===== config.mk =====
export PLATFORM = sky130hd
export DESIGN_NAME = haar_dwt_q8_stream_core
export DESIGN_NICKNAME = d
export VERILOG_FILES = /design/src/hw/rtl/hdwt_pkg.sv /design/src/hw/rtl/haar_dwt_q8_stream_core.sv
export SDC_FILE = /design/constraint.sdc
export NUM_CORES = 1
export LEC_CHECK = 0
export ABC_AREA = 1
export BUFFER_PORTS_ARGS = -buffer_cell sky130_fd_sc_hd__buf_4
export CAP_MARGIN = 20
export CORE_MARGIN = 8
export CORE_UTILIZATION = 26
export DETAILED_ROUTE_END_ITERATION = 10
export PLACE_DENSITY = 0.4
export REMOVE_ABC_BUFFERS = 1
export SYNTH_ARGS = -nofsm -noshare
export SYNTH_HDL_FRONTEND = slang
export SYNTH_SLANG_ARGS = --single-unit

===== constraint.sdc =====
create_clock -name clk_i -period 8.5 [get_ports clk_i]
set_clock_uncertainty 0.15 [all_clocks]
set_input_delay 0 -clock clk_i [delete_from_list [all_inputs] [get_ports clk_i]]
set_output_delay 0 -clock clk_i [all_outputs]
set_load 0.02 [all_outputs]

===== src/hw/rtl/hdwt_pkg.sv =====
// Package with the shared constants and types of the Haar wavelet stream core.
`timescale 1ns / 1ps

package hdwt_pkg;

  // Sample and coefficient width.
  localparam int unsigned SampleW = 8;
  // Width of the boundary extension register.
  localparam int unsigned ModeW = 3;
  // Width of a multiplier operand; it holds 3x - p for any two samples.
  localparam int unsigned OpW = 11;
  // Width of the signed constant multiplier.
  localparam int unsigned ScaleW = 8;
  // Width of a product, wide enough for any operand times the scale.
  localparam int unsigned ProdW = OpW + ScaleW;
  // The scale 91/128 approximates 1/sqrt(2).
  localparam logic signed [ScaleW-1:0] HaarScale = 8'sd91;
  localparam int unsigned ScaleShift = 7;

  typedef enum logic [ModeW-1:0] {
    ExtZero          = 3'd0,
    ExtConstant      = 3'd1,
    ExtSymmetric     = 3'd2,
    ExtReflect       = 3'd3,
    ExtAntisymmetric = 3'd4,
    ExtAntireflect   = 3'd5,
    ExtPeriodic      = 3'd6
  } ext_mode_e;

  typedef logic signed [SampleW-1:0] sample_t;
  typedef logic signed [OpW-1:0]     operand_t;
  typedef logic signed [ProdW-1:0]   product_t;

endpackage


===== src/hw/rtl/haar_dwt_q8_stream_core.sv =====
// One-level Haar wavelet transform over a stream of signed Q7 samples.
`timescale 1ns / 1ps

// The core takes one signed Q7 sample per transaction, together with a flag
// that marks the last sample of a signal, and returns one coefficient pair
// (approximation and detail, both scaled by 91/128 and wrapped to 8 bits)
// for every odd-index sample. When a signal has odd length, its final sample
// yields one extra tail pair whose value follows the boundary extension mode
// held in the configuration register; periodic mode and the unused code 7
// behave as zero extension. The final_pair flag is set on the pair caused by
// the last sample of a signal, after which the core starts a fresh signal.
// The pair is formed by two constant multiplications between the held-sample
// state and a single output register, so a new sample is accepted in every
// cycle while the output side keeps up, and a stalled result blocks the input
// only while it is held in that register. The result of an accepted sample
// is in the output register in the following cycle.
// The extension mode should only be changed while no signal is in flight.
module haar_dwt_q8_stream_core
  import hdwt_pkg::*;
(
  input  logic               clk_i,
  input  logic               rst_ni,
  // Configuration register write port.
  input  logic               cfg_wr_en_i,
  input  logic [ModeW-1:0]   cfg_wr_data_i,
  // Sample input channel.
  input  logic               in_valid_i,
  output logic               in_ready_o,
  input  logic signed [SampleW-1:0] sample_i,
  input  logic               is_last_i,
  // Coefficient output channel.
  output logic               out_valid_o,
  input  logic               out_ready_i,
  output logic signed [SampleW-1:0] approx_o,
  output logic signed [SampleW-1:0] detail_o,
  output logic               final_pair_o
);

  // Configuration and signal state.
  logic [ModeW-1:0] mode_q;
  sample_t          held_q, held_d;
  logic             odd_q, odd_d;

  // Output register.
  logic             out_valid_q, out_valid_d;
  sample_t          approx_q, approx_d;
  sample_t          detail_q, detail_d;
  logic             final_q, final_d;

  logic     in_fire;
  logic     emit;
  operand_t cur_ext, held_ext;
  operand_t lo_op, hi_op;
  product_t lo_prod, hi_prod;

  // The output register is free when empty or when its result leaves now.
  assign in_ready_o = !out_valid_q || out_ready_i;
  assign in_fire    = in_valid_i && in_ready_o;

  // A transaction gives a result on an odd-index sample, or on any last one.
  assign emit = odd_q || is_last_i;

  assign cur_ext  = OpW'(sample_i);
  assign held_ext = OpW'(held_q);

  // Select the multiplier operands. For a pair the held sample is the even
  // partner; for a tail the held sample is the one before the final sample.
  always_comb begin
    lo_op = held_ext + cur_ext;
    hi_op = held_ext - cur_ext;
    if (!odd_q) begin
      unique case (mode_q)
        ExtConstant, ExtSymmetric: begin
          lo_op = cur_ext <<< 1;
          hi_op = '0;
        end
        ExtReflect: begin
          lo_op = cur_ext + held_ext;
          hi_op = cur_ext - held_ext;
        end
        ExtAntisymmetric: begin
          lo_op = '0;
          hi_op = cur_ext <<< 1;
        end
        ExtAntireflect: begin
          lo_op = (cur_ext <<< 1) + cur_ext - held_ext;
          hi_op = held_ext - cur_ext;
        end
        default: begin
          // Zero, periodic and the unused code all use the sample alone.
          lo_op = cur_ext;
          hi_op = cur_ext;
        end
      endcase
    end
  end

  // Products never exceed the product width, so the coefficient is simply
  // the byte just above the scale shift, for pairs and tails alike.
  assign lo_prod = ProdW'(lo_op) * ProdW'(HaarScale);
  assign hi_prod = ProdW'(hi_op) * ProdW'(HaarScale);

  always_comb begin
    held_d      = held_q;
    odd_d       = odd_q;
    out_valid_d = out_valid_q && !out_ready_i;
    approx_d    = approx_q;
    detail_d    = detail_q;
    final_d     = final_q;
    if (in_fire) begin
      if (is_last_i) begin
        // The end of a signal clears the state for the next one.
        held_d = '0;
        odd_d  = 1'b0;
      end else begin
        held_d = sample_i;
        odd_d  = !odd_q;
      end
      if (emit) begin
        out_valid_d = 1'b1;
        approx_d    = lo_prod[ScaleShift +: SampleW];
        detail_d    = hi_prod[ScaleShift +: SampleW];
        final_d     = is_last_i;
      end
    end
  end

  always_ff @(posedge clk_i or negedge rst_ni) begin
    if (!rst_ni) begin
      mode_q      <= ExtZero;
      held_q      <= '0;
      odd_q       <= 1'b0;
      out_valid_q <= 1'b0;
    end else begin
      if (cfg_wr_en_i) begin
        mode_q <= cfg_wr_data_i;
      end
      held_q      <= held_d;
      odd_q       <= odd_d;
      out_valid_q <= out_valid_d;
    end
  end

  always_ff @(posedge clk_i) begin
    approx_q <= approx_d;
    detail_q <= detail_d;
    final_q  <= final_d;
  end

  assign out_valid_o  = out_valid_q;
  assign approx_o     = approx_q;
  assign detail_o     = detail_q;
  assign final_pair_o = final_q;

  // An empty output register never holds back the input.
  a_ready_when_empty : assert property (@(posedge clk_i) disable iff (!rst_ni)
    !out_valid_q |-> in_ready_o)
    else $error("input stalled with an empty output register");

  // Every odd-index or last sample leaves a result in the output register.
  a_result_follows : assert property (@(posedge clk_i) disable iff (!rst_ni)
    in_fire && emit |=> out_valid_q && (final_q == $past(is_last_i)))
    else $error("accepted sample did not produce its coefficient pair");

  // A last sample always returns the core to the start of a signal.
  a_last_clears : assert property (@(posedge clk_i) disable iff (!rst_ni)
    in_fire && is_last_i |=> !odd_q && (held_q == '0))
    else $error("signal state not cleared after the last sample");

  // A held even sample moves the core to the odd position.
  a_even_holds : assert property (@(posedge clk_i) disable iff (!rst_ni)
    in_fire && !odd_q && !is_last_i |=> odd_q && (held_q == $past(sample_i)))
    else $error("even-index sample not held");

endmodule


==> Yosys cells after proc, flatten, opt, wreduce, memory -nomap -nowiden <==
Index checks and enable logic that the tools add are counted.
Widths: inputs -> output; s select.
{ "classes": {"reduce_logical": 9, "shift": 0, "n_div": 0, "bitwise": 0, "muxes": 8, "magnitude_cmp": 0, "add_sub_neg": 5, "multipliers": 2, "n_eq_ne": 5} }
{ "op_table": {"columns": ["operator", "n"], "rows": [
  ["$pmux 11 s4", 2],
  ["$mul 11x8->15 const B", 2],
  ["$mux 11", 2],
  ["$sub 8x8->9", 2],
  ["$sub 10x8->11", 1],
  ["$add 9x8->10", 1],
  ["$add 8x8->9", 1],
  ["$mux 8", 1],
  ["$eq 3x2->1 const B", 2],
  ["$eq 3x3->1 const B", 2],
  ["$eq 3x1->1 const B", 1],
  ["$logic_not 1->1", 3],
  ["$mux 1", 3],
  ["$logic_and 1x1->1", 2],
  ["$logic_or 1x1->1", 2],
  ["$reduce_and 2->1", 1],
  ["$reduce_or 2->1", 1]
]} }
{ "word_totals": {"ram_bits": 0, "output_inout_bits": 19, "reg_bits": 30, "wordCells": 36, "mem_bits_ro": 0, "in_bits": 17, "latch_bits": 0, "mem_count": 0} }

==> Logic depth before layout (Yosys ltp) <==
{ "logic_depth": {"word_depth": 5, "depth_mapped": 32, "mapped_depth_nobuf": 32} }

==> Worst setup path after synthesis <==
Ideal clock, no wire load.
{ "synth_path": {"kind": "reg-to-reg", "startpoint": "register held_q[1]", "endpoint": "register approx_q[4] (netlist: approx_o[4]) (data pin)", "n_path_buf": 0, "path_stages_with_launch": 28, "period_less_slack_ns": 5.908, "path_slack_ns": 2.592, "setup_time_ns": 0.258, "t_arrival_ns": 5.500, "required_time_ns": 8.092, "cell_sequence": "dfrtp_1 inv_1 fa_1 ha_1 inv_1 fa_1 o21ai_1 nand2_1 nand2_1 a21oi_1 xor2_1 or2_0 nand3_1 o21ai_1 nand2_1 fa_1 inv_1 fa_1 fa_1 inv_1 ha_1 a21oi_1 o21ai_0 a21oi_1 o21ai_0 a21o_1 a21oi_1 xnor2_1"} }
{ "synth_between": {"elab_chain_cells": 4, "word_cells_on_any_way": 5, "cone_classes": "2 x add/sub; 1 x mul; 2 x mux"} }
{ "synth_rtl": {"columns": ["element", "line", "source"], "rows": [
  ["from (decl)", "haar_dwt_q8_stream_core.sv:41", "sample_t held_q, held_d;"],
  ["from (signal assigned)", "haar_dwt_q8_stream_core.sv:138", "held_q <= held_d;"],
  ["$sub 10x8->11 or $add 8x8->9 (tied branches)", "haar_dwt_q8_stream_core.sv:86, haar_dwt_q8_stream_core.sv:69, haar_dwt_q8_stream_core.sv:78", null],
  ["$pmux 11 s4", "haar_dwt_q8_stream_core.sv:72", "unique case (mode_q)"],
  ["$mux 11 *", "haar_dwt_q8_stream_core.sv:71", "if (!odd_q) begin"],
  ["$mul 11x8->15 *", "haar_dwt_q8_stream_core.sv:100", "assign lo_prod = ProdW'(lo_op) * ProdW'(HaarScale);"],
  ["via lo_prod[11]", "haar_dwt_q8_stream_core.sv:54", "product_t lo_prod, hi_prod;"],
  ["to (signal assigned)", "haar_dwt_q8_stream_core.sv:145", "approx_q <= approx_d;"],
  ["to (decl)", "haar_dwt_q8_stream_core.sv:46", "sample_t approx_q, approx_d;"]
]} }
The timed path passes the listed nets; every way through them passes the cells marked *.
A chain may end at the register's enable or synchronous reset.

==> Final worst setup path <==
{ "layout_path": {"startpoint": "register held_q[1]", "endpoint": "register approx_q[7] (netlist: approx_o[7]) (data pin)"} }
The elaborated chain is that of the path after synthesis.

==> results by group <==
Synth
  • Synth Area in Compound Gates: 12.1%
  • Post-synth EDFFs: 17
  • Flops & latches, synth: 30
  • Synth Cell Area: 5840 um^2
  • Async SR Flop Fraction: between 40% and 50%
  • Register area share after synthesis: between 10% and 20%
  • Synth cell types: 42
  • Cells after Synth: slightly below 800
  • Multiplexer area fraction after synthesis: 0%
  • XOR/XNOR share of the synthesized area: 4.65%
  • Top_reg_cell synth: edfxtp_1
  • Area share of fa/ha/maj cells after synthesis: a little under two fifths
  • Synthesized area per cell: about 7.5 um^2
  • Synth warnings: 0
  • Post-Synth Simple-Gate Area: between 10% and 20%
  • Largest family of logic cells by synthesized area: adder cells

Drt
  • Via count: 4,810
  • Drt via density: 4.32
  • Post-route DRC: 0
  • DRT Pass-1 Iters: 4
  • ANT nets after route: 0
  • Total wire length: 14.9 mm
  • DRT iter0 DRCs: 160
  • WL per Instance: between 10 and 15 um

Floorplan
  • Die width: 166 um
  • Die Y: 166 um
  • Die Area: 27,500 um^2
  • FP Rows: 55
  • Core ar.: about 22,000 um^2
  • IO Count: 36
  • Initial core utilization: about a quarter

Clock tree
  • Post_cts resized: 0
  • Worst-Skew Late Latency: approximately 0.29 ns
  • Clock-pin slew on the worst setup and hold paths: 0.06 ns
  • CTS sink count: 30
  • Clk buf depth: 2
  • CTS tree: done
  • CTS root buf: clkbuf_16
  • CTS H-tree lvls: 2
  • # Post-CTS Setup Buffers: 0
  • CTS Buf Count: 5

Timing
  • Hold Vio Cnt, Final: 0
  • Final setup vio count: 0
  • RSZ-0062 raised after global routing: false
  • Setup TNS: 0 ns
  • Max-slew violations: 0
  • Worst Tran Pin Value: around 0.96 ns
  • Final Cycle Share: between 70% and 80%
  • Worst rel slew slack: 35.8%
  • Crit path time final: 6.51 ns
  • Fmax: 154 MHz

Worst setup path
  • CP Class: reg2reg
  • CP max FO: 5
  • Critical Path Max Stage Delay: 0.53 ns
  • Nature of the critical path endpoint: flop
  • Critical path required time: between 8 and 9 ns
  • CP most frequent cell: inv_1
  • Critical Path AT: approximately 6.4 ns
  • Slowest cell on crit path: fa_1
  • Startpoint Class: flop

Final layout
  • Multi-input gate area: around 4200 um^2
  • Seq. cell area: 836 um^2
  • Fill cells: 2,394
  • Final #Nets: 991
  • Share of cells above drive strength 1: 9.05%
  • Antenna cells: 0
  • Area grow syn2layout: 16.3%

Global routing
  • Vias in the first global route: 4,985
  • Largest net degree at the start of global routing: 19
  • Initial antenna violation count: 0
  • Gr usage total: approximately 11%
  • First-pass GRT wire length: 25.3 mm
  • Total congestion overflow: 0

Flow run
  • Max Cap Violations: 0

Outcome
  • Outcome: finished clean

Placement
  • DP HPWL: 12.8 mm
  • PortBufs: 35
  • RD Place Congestion: ~0.85

Min path
  • Hold crit path type: in2reg
-- Yosys cell counts, types with 2 or more instances --
| master | count | area share (%) |
|---|---|---|
| inv_1 | 192 | 12 |
| nand2_1 | 124 | 8.0 |
| ha_1 | 93 | 20 |
| fa_1 | 53 | 18 |
| a21oi_1 | 47 | 4.0 |
| nand3_1 | 43 | 3.7 |
| o21ai_0 | 42 | 3.6 |
| nor2_1 | 31 | 2.0 |
| xor2_1 | 21 | 3.2 |
| edfxtp_1 | 17 | 8.7 |
| dfrtp_1 | 13 | 5.6 |
| inv_2 | 13 | 0.84 |
| xnor2_1 | 10 | 1.5 |
| nand2_2 | 8 | 0.86 |
| o21ai_1 | 8 | 0.69 |
| clkbuf_1 | 7 | 0.45 |
| nand4_1 | 6 | 0.64 |
| a221oi_1 | 4 | 0.60 |
| buf_2 | 4 | 0.34 |
| or2_2 | 4 | 0.43 |
| a21o_1 | 3 | 0.39 |
| o2111ai_1 | 3 | 0.45 |
| o211ai_1 | 3 | 0.39 |
| o22ai_1 | 3 | 0.32 |
| a22oi_1 | 2 | 0.26 |
| buf_4 | 2 | 0.26 |
| o21bai_1 | 2 | 0.26 |
| o221ai_1 | 2 | 0.30 |
-- worst max-delay path, delay by kind of cell (launching register included) --
family | cells | cell delay [ns]
and+or+nand+nor | 8 | 0.77
adders and majority gates | 8 | 3.18
DFF | 1 | 0.45
AOI/OAI and AO/OA | 6 | 1.25
buffers and inverters | 7 | 0.47
-- flip-flops by register name, indices dropped and copies added (netlist names) --
register      flops
final_pair_o      1
odd_q             1
detail_o          8
mode_q            3
approx_o          8
held_q            8
out_valid_o       1
-- metrics by stage --
| stage | cell area (um^2) | util [%] | setup slack [ns] | instances | hold WS (ns) |
|---|---|---|---|---|---|
| 3_3_place_gp | 6410 | 28.7 | 2.07 | 1083 | -0.276 |
| 5_1_grt | 6790 | 30.4 | 1.47 | 1114 | 0.309 |
| 4_1_cts | 6790 | 30.4 | 1.92 | 1114 | 0.298 |
| 6_report | 6790 | 30.4 | 1.99 | 1114 | 0.310 |
| 3_5_place_dp | 6410 | 28.7 | 1.96 | 1083 | -0.277 |
| 2_1_floorplan | 5780 | - | 2.59 | 761 | -0.446 |
-- layer usage --
metal | part of all wire, % | GRT usage [%]
met5 | 0 | 0
met4 | 0.78 | 2.25
met3 | 2.9 | 1.50
met2 | 48 | 19.8
met1 | 48 | 14.3
-- worst paths after layout --
path | cells after the start | start | slack, ns | endpoint
min | 2 | is_last_i | 0.31 | final_pair_o
max in group asynchronous | 3 | rst_ni | 7.06 | odd_q
max | 29 | held_q[1] | 1.99 | approx_o[7]
min reg2reg | 2 | held_q[0] | 0.46 | held_q[0]
max reg2reg | 29 | held_q[1] | 1.99 | approx_o[7]
min in group asynchronous | 3 | rst_ni | 0.68 | held_q[0]
-- cell usage in the layout (no fill, tap or decap), drive strengths merged, types with 6 or more instances in the layout --
master / synthesis / routed
inv: 205 / 205
nand2: 132 / 132
ha: 93 / 93
fa: 53 / 53
o21ai: 51 / 51
a21oi: 48 / 48
nand3: 44 / 44
buf: 6 / 37
nor2: 32 / 32
dlygate4sd3: 0 / 23
xor2: 21 / 21
edfxtp: 17 / 17
dfrtp: 13 / 13
xnor2: 10 / 10
clkbuf: 7 / 8
nand4: 6 / 6
or2: 6 / 6
-- layout make-up --
type,instances,share of cell area (%)
timing repair buffer,60,7.48
inverter,205,11.3
clock buffer,8,2.16
multi-input combinational,526,61.5
tap,285,5.25
sequential,30,12.3
-- timing repair --
| action | CTS | global route |
|---|---|---|
| hold buffers | 23 | 0 |
| endpoints found under the hold margin | 27 | 0 |
| endpoints found under the setup margin | 0 | 0 |
-- cell families after synthesis --
| family | after synthesis |
|---|---|
| XOR/XNOR | 31 |
| adder cells (fa/ha/maj) | 146 |
| buffers and inverters | 218 |
| flip-flops | 30 |
| AND/OR/NAND/NOR | 224 |
| AO/OA/AOI/OAI | 125 |
Power is not shown: default switching activity piles up to over one toggle a cycle in this logic, so the estimate is an artifact.
